**config.mk**
```make
export PLATFORM = sky130hd
export DESIGN_NAME = bounded_deque_with_delete_top
export DESIGN_NICKNAME = d
export VERILOG_FILES = /design/src/rtl/bdd_pkg.sv /design/src/rtl/bounded_deque_with_delete_top.sv /design/src/rtl/bdd_ram.sv /design/src/rtl/bdd_ctrl.sv
export SDC_FILE = /design/constraint.sdc
export NUM_CORES = 1
export LEC_CHECK = 0
export ABC_AREA = 0
export CORE_UTILIZATION = 55
export CTS_CLUSTER_DIAMETER = 100
export DETAILED_ROUTE_END_ITERATION = 12
export DONT_BUFFER_PORTS = 1
export GPL_ROUTABILITY_DRIVEN = 0
export PLACE_DENSITY = 0.78
export SYNTH_ARGS = -nofsm -noshare
export SYNTH_HDL_FRONTEND = slang
export SYNTH_SLANG_ARGS = --single-unit
```
**constraint.sdc**
```tcl
create_clock -name aclk -period 6.29 [get_ports aclk]
set_clock_uncertainty 0.1 [all_clocks]
set_input_delay 1.258 -clock aclk [delete_from_list [all_inputs] [get_ports aclk]]
set_output_delay 1.258 -clock aclk [all_outputs]
set_load 0.02 [all_outputs]
```
**src/rtl/bdd_pkg.sv**
```systemverilog
`default_nettype none

package bdd_pkg;

    // Storage geometry.
    localparam int DEPTH   = 16;
    localparam int DATA_W  = 32;
    localparam int PTR_W   = (DEPTH > 1) ? $clog2(DEPTH) : 1;
    localparam int OFF_W   = PTR_W + 1;
    localparam int CNT_W   = $clog2(DEPTH + 1);

    // Fixed field widths of the transaction payloads.
    localparam int CMD_W       = 3;
    localparam int VALUE_W     = 32;
    localparam int STATUS_W    = 2;
    localparam int COUNT_OUT_W = 5;

    // Command codes.
    localparam logic [CMD_W-1:0] CMD_PUSH_BACK  = 3'd0;
    localparam logic [CMD_W-1:0] CMD_POP_BACK   = 3'd1;
    localparam logic [CMD_W-1:0] CMD_PUSH_FRONT = 3'd2;
    localparam logic [CMD_W-1:0] CMD_POP_FRONT  = 3'd3;
    localparam logic [CMD_W-1:0] CMD_DELETE     = 3'd4;

    // Status codes.
    localparam logic [STATUS_W-1:0] ST_OK      = 2'd0;
    localparam logic [STATUS_W-1:0] ST_EMPTY   = 2'd1;
    localparam logic [STATUS_W-1:0] ST_FULL    = 2'd2;
    localparam logic [STATUS_W-1:0] ST_NOMATCH = 2'd3;

    typedef struct packed {
        logic [CMD_W-1:0]   cmd;
        logic [VALUE_W-1:0] value_in;
    } in_item_t;

    typedef struct packed {
        logic [VALUE_W-1:0]     value_out;
        logic [STATUS_W-1:0]    status;
        logic [COUNT_OUT_W-1:0] count;
    } out_item_t;

    // One access to the entry memory.
    typedef struct packed {
        logic              we;
        logic [PTR_W-1:0]  waddr;
        logic [DATA_W-1:0] wdata;
        logic              re;
        logic [PTR_W-1:0]  raddr;
    } mem_req_t;

    // Physical address of the entry at a logical offset from the front.
    function automatic logic [PTR_W-1:0] wrap_addr(input logic [PTR_W-1:0] base,
                                                   input logic [OFF_W-1:0] off);
        logic [OFF_W-1:0] sum;
        sum = OFF_W'(base) + off;
        if (sum >= OFF_W'(DEPTH)) begin
            sum = sum - OFF_W'(DEPTH);
        end
        return PTR_W'(sum);
    endfunction

endpackage

`default_nettype wire

```
**src/rtl/bounded_deque_with_delete_top.sv**
```systemverilog
`default_nettype none

// Bounded double-ended queue with delete by value. The block holds up to
// bdd_pkg::DEPTH words as a ring in a single-port-read, single-port-write
// memory with a front pointer and a count, and works on one transaction at
// a time. Push commands, full pushes, empty pops, deletes on an empty
// store and unused codes go from acceptance straight to the result state;
// a pop first waits in S_POP_WAIT for the registered read data of the
// memory. A delete reads one entry per cycle from the front until it
// finds a match at position k (or reaches the end), then moves each later
// entry one place forward at one entry per cycle. A new transaction is
// taken while the previous result still waits in the output register.
module bounded_deque_with_delete_top (
    input  wire logic                aclk,
    input  wire logic                aresetn,
    input  wire logic                s_valid,
    output logic                     s_ready,
    input  wire bdd_pkg::in_item_t   s_data,
    output logic                     m_valid,
    input  wire logic                m_ready,
    output bdd_pkg::out_item_t       m_data
);

    bdd_pkg::mem_req_t          mem_req;
    logic [bdd_pkg::DATA_W-1:0] mem_rdata;

    bdd_ctrl u_ctrl (
        .aclk      (aclk),
        .aresetn   (aresetn),
        .s_valid   (s_valid),
        .s_ready   (s_ready),
        .s_data    (s_data),
        .m_valid   (m_valid),
        .m_ready   (m_ready),
        .m_data    (m_data),
        .mem_req   (mem_req),
        .mem_rdata (mem_rdata)
    );

    bdd_ram u_ram (
        .aclk  (aclk),
        .req   (mem_req),
        .rdata (mem_rdata)
    );

endmodule

`default_nettype wire

```
**src/rtl/bdd_ram.sv**
```systemverilog
`default_nettype none

// Entry store: one write port and one read port, read data registered.
module bdd_ram (
    input  wire logic                        aclk,
    input  wire bdd_pkg::mem_req_t           req,
    output logic [bdd_pkg::DATA_W-1:0]       rdata
);

    logic [bdd_pkg::DATA_W-1:0] mem [bdd_pkg::DEPTH];

    always_ff @(posedge aclk) begin
        if (req.we) begin
            mem[req.waddr] <= req.wdata;
        end
    end

    always_ff @(posedge aclk) begin
        if (req.re) begin
            rdata <= mem[req.raddr];
        end
    end

endmodule

`default_nettype wire

```
**src/rtl/bdd_ctrl.sv**
```systemverilog
`default_nettype none

// Command sequencer: keeps the front pointer and the count, drives the
// entry memory and holds the result register.
module bdd_ctrl (
    input  wire logic                        aclk,
    input  wire logic                        aresetn,
    input  wire logic                        s_valid,
    output logic                             s_ready,
    input  wire bdd_pkg::in_item_t           s_data,
    output logic                             m_valid,
    input  wire logic                        m_ready,
    output bdd_pkg::out_item_t               m_data,
    output bdd_pkg::mem_req_t                mem_req,
    input  wire logic [bdd_pkg::DATA_W-1:0]  mem_rdata
);

    typedef enum logic [5:0] {
        S_IDLE     = 6'b000001,
        S_POP_WAIT = 6'b000010,
        S_SRCH_RD  = 6'b000100,
        S_SRCH_CMP = 6'b001000,
        S_SHIFT    = 6'b010000,
        S_RESULT   = 6'b100000
    } state_t;

    state_t                            state_reg, state_next;
    logic [bdd_pkg::PTR_W-1:0]         head_reg, head_next;
    logic [bdd_pkg::CNT_W-1:0]         cnt_reg, cnt_next;
    logic [bdd_pkg::PTR_W-1:0]         idx_reg, idx_next;
    logic [bdd_pkg::DATA_W-1:0]        key_reg, key_next;
    logic [bdd_pkg::VALUE_W-1:0]       res_value_reg, res_value_next;
    logic [bdd_pkg::STATUS_W-1:0]      res_status_reg, res_status_next;
    logic                              m_valid_reg, m_valid_next;
    bdd_pkg::out_item_t                m_data_reg, m_data_next;

    logic [bdd_pkg::OFF_W-1:0]         cnt_off;
    logic [bdd_pkg::OFF_W-1:0]         idx_p1;
    logic [bdd_pkg::OFF_W-1:0]         idx_p2;
    logic                              is_full;
    logic                              is_empty;
    logic                              out_free;
    logic [bdd_pkg::DATA_W-1:0]        in_word;

    function automatic logic [bdd_pkg::PTR_W-1:0] PTR_W_INC(
        input logic [bdd_pkg::PTR_W-1:0] v);
        return v + bdd_pkg::PTR_W'(1);
    endfunction

    assign cnt_off  = bdd_pkg::OFF_W'(cnt_reg);
    assign idx_p1   = bdd_pkg::OFF_W'(idx_reg) + bdd_pkg::OFF_W'(1);
    assign idx_p2   = bdd_pkg::OFF_W'(idx_reg) + bdd_pkg::OFF_W'(2);
    assign is_full  = (cnt_reg == bdd_pkg::CNT_W'(bdd_pkg::DEPTH));
    assign is_empty = (cnt_reg == '0);
    assign out_free = !m_valid_reg || m_ready;
    assign in_word  = bdd_pkg::DATA_W'(s_data.value_in);

    assign s_ready = (state_reg == S_IDLE);
    assign m_valid = m_valid_reg;
    assign m_data  = m_data_reg;

    // Next-state and memory access logic.
    always_comb begin
        state_next      = state_reg;
        head_next       = head_reg;
        cnt_next        = cnt_reg;
        idx_next        = idx_reg;
        key_next        = key_reg;
        res_value_next  = res_value_reg;
        res_status_next = res_status_reg;
        m_valid_next    = m_valid_reg;
        m_data_next     = m_data_reg;
        mem_req         = '0;

        // A taken result frees the output register.
        if (m_valid_reg && m_ready) begin
            m_valid_next = 1'b0;
        end

        case (state_reg)
            S_IDLE: begin
                if (s_valid) begin
                    res_value_next  = '0;
                    res_status_next = bdd_pkg::ST_OK;
                    key_next        = in_word;
                    idx_next        = '0;
                    state_next      = S_RESULT;
                    case (s_data.cmd)
                        bdd_pkg::CMD_PUSH_BACK: begin
                            if (is_full) begin
                                res_status_next = bdd_pkg::ST_FULL;
                            end else begin
                                mem_req.we    = 1'b1;
                                mem_req.waddr = bdd_pkg::wrap_addr(head_reg, cnt_off);
                                mem_req.wdata = in_word;
                                cnt_next      = cnt_reg + bdd_pkg::CNT_W'(1);
                            end
                        end
                        bdd_pkg::CMD_POP_BACK: begin
                            if (is_empty) begin
                                res_status_next = bdd_pkg::ST_EMPTY;
                            end else begin
                                mem_req.re    = 1'b1;
                                mem_req.raddr = bdd_pkg::wrap_addr(head_reg,
                                                    cnt_off - bdd_pkg::OFF_W'(1));
                                cnt_next      = cnt_reg - bdd_pkg::CNT_W'(1);
                                state_next    = S_POP_WAIT;
                            end
                        end
                        bdd_pkg::CMD_PUSH_FRONT: begin
                            if (is_full) begin
                                res_status_next = bdd_pkg::ST_FULL;
                            end else begin
                                head_next = (head_reg == '0) ?
                                    bdd_pkg::PTR_W'(bdd_pkg::DEPTH - 1) :
                                    head_reg - bdd_pkg::PTR_W'(1);
                                mem_req.we    = 1'b1;
                                mem_req.waddr = head_next;
                                mem_req.wdata = in_word;
                                cnt_next      = cnt_reg + bdd_pkg::CNT_W'(1);
                            end
                        end
                        bdd_pkg::CMD_POP_FRONT: begin
                            if (is_empty) begin
                                res_status_next = bdd_pkg::ST_EMPTY;
                            end else begin
                                mem_req.re    = 1'b1;
                                mem_req.raddr = head_reg;
                                head_next     = bdd_pkg::wrap_addr(head_reg,
                                                    bdd_pkg::OFF_W'(1));
                                cnt_next      = cnt_reg - bdd_pkg::CNT_W'(1);
                                state_next    = S_POP_WAIT;
                            end
                        end
                        bdd_pkg::CMD_DELETE: begin
                            if (is_empty) begin
                                res_status_next = bdd_pkg::ST_NOMATCH;
                            end else begin
                                state_next = S_SRCH_RD;
                            end
                        end
                        default: begin
                            // Unused codes leave the store alone.
                        end
                    endcase
                end
            end

            S_POP_WAIT: begin
                res_value_next = bdd_pkg::VALUE_W'(mem_rdata);
                state_next     = S_RESULT;
            end

            // Fetch the entry at the search index.
            S_SRCH_RD: begin
                mem_req.re    = 1'b1;
                mem_req.raddr = bdd_pkg::wrap_addr(head_reg, bdd_pkg::OFF_W'(idx_reg));
                state_next    = S_SRCH_CMP;
            end

            // Compare one entry per cycle while the next one is fetched.
            S_SRCH_CMP: begin
                mem_req.re    = 1'b1;
                mem_req.raddr = bdd_pkg::wrap_addr(head_reg, idx_p1);
                if (mem_rdata == key_reg) begin
                    if (idx_p1 == cnt_off) begin
                        cnt_next   = cnt_reg - bdd_pkg::CNT_W'(1);
                        state_next = S_RESULT;
                    end else begin
                        state_next = S_SHIFT;
                    end
                end else if (idx_p1 == cnt_off) begin
                    res_status_next = bdd_pkg::ST_NOMATCH;
                    state_next      = S_RESULT;
                end else begin
                    idx_next = PTR_W_INC(idx_reg);
                end
            end

            // Move the entry behind the index one place toward the front.
            S_SHIFT: begin
                mem_req.we    = 1'b1;
                mem_req.waddr = bdd_pkg::wrap_addr(head_reg, bdd_pkg::OFF_W'(idx_reg));
                mem_req.wdata = mem_rdata;
                if (idx_p2 == cnt_off) begin
                    cnt_next   = cnt_reg - bdd_pkg::CNT_W'(1);
                    state_next = S_RESULT;
                end else begin
                    mem_req.re    = 1'b1;
                    mem_req.raddr = bdd_pkg::wrap_addr(head_reg, idx_p2);
                    idx_next      = PTR_W_INC(idx_reg);
                end
            end

            // Hand the result to the output register once it is free.
            S_RESULT: begin
                if (out_free) begin
                    m_valid_next          = 1'b1;
                    m_data_next.value_out = res_value_reg;
                    m_data_next.status    = res_status_reg;
                    m_data_next.count     = bdd_pkg::COUNT_OUT_W'(cnt_reg);
                    state_next            = S_IDLE;
                end
            end

            default: begin
                state_next = S_IDLE;
            end
        endcase
    end

    // Control registers.
    always_ff @(posedge aclk) begin
        if (!aresetn) begin
            state_reg   <= S_IDLE;
            head_reg    <= '0;
            cnt_reg     <= '0;
            m_valid_reg <= 1'b0;
        end else begin
            state_reg   <= state_next;
            head_reg    <= head_next;
            cnt_reg     <= cnt_next;
            m_valid_reg <= m_valid_next;
        end
    end

    // Payload registers.
    always_ff @(posedge aclk) begin
        idx_reg        <= idx_next;
        key_reg        <= key_next;
        res_value_reg  <= res_value_next;
        res_status_reg <= res_status_next;
        m_data_reg     <= m_data_next;
    end

endmodule

`default_nettype wire

```
==> impl_metrics.yaml, run 1 <==
sta:
  min_period_over_period: 0.796
  rsz0062_at_grt: "no"
  tightest_slew_ns: 1.16
  slew-limit-headroom: 0.226
  finalHoldViolations: 0
  finalSetupViolCount: 0
  setup_tns_ns: 0
  whs_ns: 0.309
  fmax_mhz: 200
  slew_violations: 0
  finalCriticalPeriod_ns: 5.01
setup_path:
  crit_fanout: 40
  cp-end-kind: "register"
  cp.arrival_ns: 5.32
  reg2reg_slack_ns: 1.28
  r2r-end: "u_ram.rdata[8]$_DFFE_PP_"
  critPathBufInv: 1
  reg2regPathDepth: 10
  critPathTopFamily: "compound AO/OA/AOI/OAI gates"
  max_stage_delay_ns: 0.86
  cp_slowest_cell: "o31a_2"
  critPathRequiredTime_ns: 6.60
  reg2reg_from: "u_ctrl.cnt_off[0]$_SDFFE_PN0P_"
  start_kind: "register"
  path_cells: "inv_1 > ha_1 > fa_1 > xor2_1 > o21ai_0 > a222oi_1 > o31a_2 > nand3_2 > a211o_1 > o311ai_1"
  path_class: "register to register"
floorplan:
  die_area_sq_um: 50300
  io_pins: 80
  coreArea_sq_um: 48800
  start_util: 0.556
  fp.dieW_um: 224
  num_rows: 81
  die_y_um: 224
place:
  place_hpwl_um: 36900
  port_buffers: 0
  placed_area_sq_um: 27900
global_route:
  grt_start_max_net_pins: 206
  antenna_found_initial: 0
  met1_usage: 0.356
  grt_pass1_wl_um: 94100
  top_usage_layer: "met2"
  grt_usage: 0.246
  grt_pass1_vias: 16100
  overflow: 0
  grt_use_met2: 0.376
  grt.met3_usage: 0.0453
clocking:
  clock_latency_ns: 0.65
  cts_resized: 0
  h-tree-depth: 2
  clk_path_buf_depth: 3
  clock-sinks: 669
  cts_tree: "done"
  ctsRootBufferMaster: "clkbuf_16"
  cts_buffers: 61
  post_cts_buffers: 0
  clk_pin_slew_worst_paths_ns: 0.06
  hold_buffers: 0
power:
  ir_worst_vdd_v: 0.000265
  powerDensity_nw_per_um2: 354
  p_leak_nw: 10.1
  p_total_w: 0.0105
synth:
  synth_ff_type: "edfxtp_1"
  async_flop_share: 0
  synth-xor-area-share: 0.0218
  yosysTopAreaCellShare: 0.721
  ys_seq_area_frac: 0.733
  synth-edff-count: 653
  synth_top_family_by_area: "simple AND/OR/NAND/NOR gates"
  synth_area_leader_cell: "edfxtp_1"
  synthSimpleGateAreaFrac: 0.120
  synth_nets: 2048
  synth_cell_type_count: 63
  synthTopCellsByArea: "edfxtp_1 (72%), nand2_1 (6.0%), a21oi_1 (2.7%)"
  ys_seq_elements: 669
  syn_area_sq_um: 27200
  synth_mux_area_frac: 0.00631
  yosys_warnings: 0
  synth.avg_cell_area_sq_um: 13.7
  synthCells: 1983
  synth-compound-area-share: 0.0842
  synthAdderAreaFrac: 0.0134
final_layout:
  nFillCells: 3503
  final-seq-area_sq_um: 19900
  multi_input_area_sq_um: 6870
  final_util: 0.609
  layout-drive-gt1-share: 0.0677
  fin_nets: 2013
  num_antenna_cells: 0
  postLayoutCellArea_sq_um: 29700
  largest_reg_flops: 512
  area_growth_pct: 9.43
min_path:
  min_path_type: "register to register"
  whs_path_depth: 0
  hold_end: "u_ctrl.m_data[15]$_DFFE_PP_"
  hold_start: "u_ctrl.res_value_reg[8]$_SDFFCE_PN0P_"
detailed_routing:
  avgViaCountPerCell: 6.27
  drt_iter0_markers: 2476
  wire_per_inst_um: 23.3
  ant_nets: 0
  drcViolationCount: 0
  totalWireLength_um: 62000
  drt_pass1_iterations: 5
  vias: 16700
flow_run:
  cap_violations: 0
status:
  status: "completed"
==> worst reg2reg max path: cells and delay by family, from the launching register on <==
family	cells	cell delay, ns
AND/OR/NAND/NOR	1	0.85
adder cells (fa/ha/maj)	2	0.77
XOR/XNOR	1	0.25
AO/OA/AOI/OAI	5	2.14
flip-flops	1	0.50
buffers and inverters	1	0.19
==> where the power goes <==
part / internal [W] / switching, W
clock: 0.00192 / 0.00159
combinational: 0.000503 / 0.00104
sequential: 0.00527 / 0.000193
total: 0.00770 / 0.00282
==> kinds of logic (layout without fill, tap and decap cells) <==
kind of cell	count (synthesis)	in the layout
mux	17	17
buf+inv	134	146
fa+ha+maj	26	26
flops	669	669
compound gates	342	342
simple gates	729	729
xor+xnor	66	66
==> cell usage after synthesis (28+ instances only) <==
library cell,instances
edfxtp_1,653
nand2_1,434
a21oi_1,145
nand3_1,114
clkbuf_1,71
a32oi_1,51
xnor2_1,50
and2_1,40
nor2_1,39
nor3_1,33
a22o_1,32
buf_2,28
==> cell usage in the layout (no fill, tap or decap), types with 21 or more instances in the layout <==
master | Yosys | final
nand4_1 | 25 | 25
nand3_1 | 114 | 113
ha_1 | 21 | 21
nor3_1 | 33 | 29
a21oi_1 | 145 | 145
a32oi_1 | 51 | 51
xnor2_1 | 50 | 50
a22o_1 | 32 | 32
and2_1 | 40 | 40
edfxtp_1 | 653 | 653
nand2_1 | 434 | 434
clkbuf_16 | 0 | 62
nor2_1 | 39 | 27
==> cell type report <==
class,count,area share
flip-flops and latches,669,0.670
multi-input cells,1180,0.231
clock buffers,75,0.0538
well taps,664,0.0279
clock inverters,35,0.00963
repair buffers,21,0.00572
inverters,15,0.00189
==> how the worst max path moves through the flow <==
stage,from,end,slack (ns),cells after the start
2_1_floorplan,s_valid,u_ram.mem[15][0]$_DFFE_PP_,0.98,6
3_3_place_gp,u_ctrl.cnt_off[1]$_SDFFE_PN0P_,u_ram.rdata[5]$_DFFE_PP_,1.49,10
3_5_place_dp,u_ctrl.cnt_off[0]$_SDFFE_PN0P_,u_ram.rdata[5]$_DFFE_PP_,1.31,10
4_1_cts,u_ctrl.cnt_off[1]$_SDFFE_PN0P_,u_ram.rdata[5]$_DFFE_PP_,1.33,10
5_1_grt,u_ctrl.cnt_off[1]$_SDFFE_PN0P_,u_ram.rdata[8]$_DFFE_PP_,1.04,11
6_report,u_ctrl.cnt_off[0]$_SDFFE_PN0P_,u_ram.rdata[8]$_DFFE_PP_,1.28,10
==> stage by stage <==
stage,std cells,setup WS (ns)
2_1_floorplan,1983,0.983
3_3_place_gp,2549,1.49
3_5_place_dp,2549,1.31
4_1_cts,2659,1.33
5_1_grt,2659,1.04
6_report,2659,1.28
==> routing by layer <==
metal | vias to the layer above | wire, um
met3 | 130 | 7110
li1 | 7328 | -
met5 | - | 0
met2 | 1039 | 28200
met4 | 0 | 1800
met1 | 8163 | 24900
(Power assumes the default switching activity.)
==> run 2, diff against run 1 <==
clock period = 4.73 ns   (was 6.29 ns; I/O delays follow)
==> run 2 against run 1 <==
Against the previous run: critical path depth grew 2; highest routed layer unchanged; clock power grew 35%; power grew 34%; die area is the same; critical endpoint is now u_ram.rdata[15]$_DFFE_PP_; largest power group unchanged; critical path type unchanged; final cell count grew 1.1%.
==> impl_metrics.yaml, run 2 (same netlist as run 1, synthesis figures left out) <==
detailed_routing:
  drt_pass1_iterations: 8
  drcViolationCount: 0
  totalWireLength_um: 62600
  wire_per_inst_um: 23.3
  avgViaCountPerCell: 6.25
  drt_iter0_markers: 2014
  ant_nets: 0
  vias: 16800
setup_path:
  start_kind: "register"
  crit_fanout: 76
  cp-end-kind: "register"
  cp.arrival_ns: 4.48
  max_stage_delay_ns: 0.56
  reg2reg_slack_ns: 0.57
  critPathRequiredTime_ns: 5.05
  cp_slowest_cell: "a222oi_1"
  path_class: "register to register"
  path_cells: "inv_1 > ha_1 > fa_1 > xor2_1 > o21ai_0 > a222oi_1 > o31a_2 > buf_12 > nand2_1 > a32oi_1 > o22ai_1 > nor3_1"
place:
  port_buffers: 0
  place_hpwl_um: 36100
final_layout:
  fin_nets: 2040
  final_common_cell: "edfxtp_1"
  largest_reg_flops: 512
  num_antenna_cells: 0
  layout-drive-gt1-share: 0.0840
  nFillCells: 3380
  final_cell_mix: "edfxtp_1 (653), nand2_1 (434), a21oi_1 (145), nand3_1 (114), clkbuf_16 (59)"
  area_growth_pct: 11.4
clocking:
  clk_path_buf_depth: 3
  clock_latency_ns: 0.61
  clk_pin_slew_worst_paths_ns: 0.06
  cts_resized: 0
  cts_buffers: 59
  clock-sinks: 669
  post_cts_buffers: 0
  hold_buffers: 0
  cts_tree: "done"
  h-tree-depth: 2
  ctsRootBufferMaster: "clkbuf_16"
power:
  powerDensity_nw_per_um2: 466
  p_total_w: 0.0141
  p_leak_nw: 10.4
  ir_worst_vdd_v: 0.000288
sta:
  finalHoldViolations: 0
  slew-limit-headroom: 0.317
  fmax_mhz: 240
  finalSetupViolCount: 0
  min_period_over_period: 0.880
  tightest_slew_ns: 1.02
  slew_violations: 0
  whs_ns: 0.316
  finalCriticalPeriod_ns: 4.16
  rsz0062_at_grt: "no"
global_route:
  grt_pass1_wl_um: 93600
  overflow: 0
  grt_pass1_vias: 15800
  grt_usage: 0.248
  antenna_found_initial: 1
  grt_start_max_net_pins: 83
floorplan:
  io_pins: 80
  die_y_um: 224
  start_util: 0.556
  fp.dieW_um: 224
  die_area_sq_um: 50300
  coreArea_sq_um: 48800
  num_rows: 81
min_path:
  min_path_type: "input port to register"
flow_run:
  cap_violations: 0
status:
  status: "completed"
run 2: area by class of cell:
class,instances,area [sq um],area share
clock buffer,69,1510,0.0500
sequential,669,19900,0.658
tap,664,831,0.0274
multi-input combinational,1180,6880,0.227
clock inverter,42,422,0.0139
inverter,15,56.3,0.00186
timing repair buffer,50,663,0.0219
run 2: worst max-delay path: cells and delay by family, from the launching register on:
| family | cells | cell delay (ns) |
|---|---|---|
| XOR/XNOR | 1 | 0.15 |
| AND/OR/NAND/NOR | 2 | 0.40 |
| adder cells (fa/ha/maj) | 2 | 0.79 |
| flip-flops | 1 | 0.51 |
| buffers and inverters | 2 | 0.51 |
| AO/OA/AOI/OAI | 5 | 1.46 |
run 2: through the flow:
step | worst slack (ns) | util | cell area, sq um | std cells | setup TNS (ns)
finish | 0.568 | 0.620 | 30300 | 2689 | 0
detailed placement | 0.686 | 0.580 | 28400 | 2578 | 0
global placement | 0.937 | 0.580 | 28400 | 2578 | 0
floorplan | -0.156 | - | 27200 | 1983 | -9.97
CTS | 0.597 | 0.620 | 30300 | 2689 | 0
global route | 0.339 | 0.620 | 30300 | 2689 | 0
run 2: layer usage:
metal / vias up / GRT usage / share of wire
met3: 146 / 0.0383 / 0.10
met4: 0 / 0.0803 / 0.029
met2: 1040 / 0.405 / 0.48
li1: 7395 / - / -
met1: 8217 / 0.343 / 0.38
met5: - / 0 / 0
run 2: report_power, final:
group	leakage [nW]	internal (W)	switching, W
Clock	0.943	0.00268	0.00206
Combinational	3.27	0.000719	0.00139
Sequential	6.21	0.00701	0.000269
Total	10.4	0.0104	0.00372
run 2: path summary, 6_finish.rpt:
check                                   startpoint  depth (start not counted)                          endpoint
max                 u_ctrl.cnt_off[0]$_SDFFE_PN0P_                         12         u_ram.rdata[15]$_DFFE_PP_
min                                     s_data[34]                          1  u_ctrl.state_reg[1]$_SDFFE_PN0P_
max reg2reg         u_ctrl.cnt_off[0]$_SDFFE_PN0P_                         12         u_ram.rdata[15]$_DFFE_PP_
min reg2reg  u_ctrl.res_value_reg[1]$_SDFFCE_PN0P_                          0        u_ctrl.m_data[8]$_DFFE_PP_
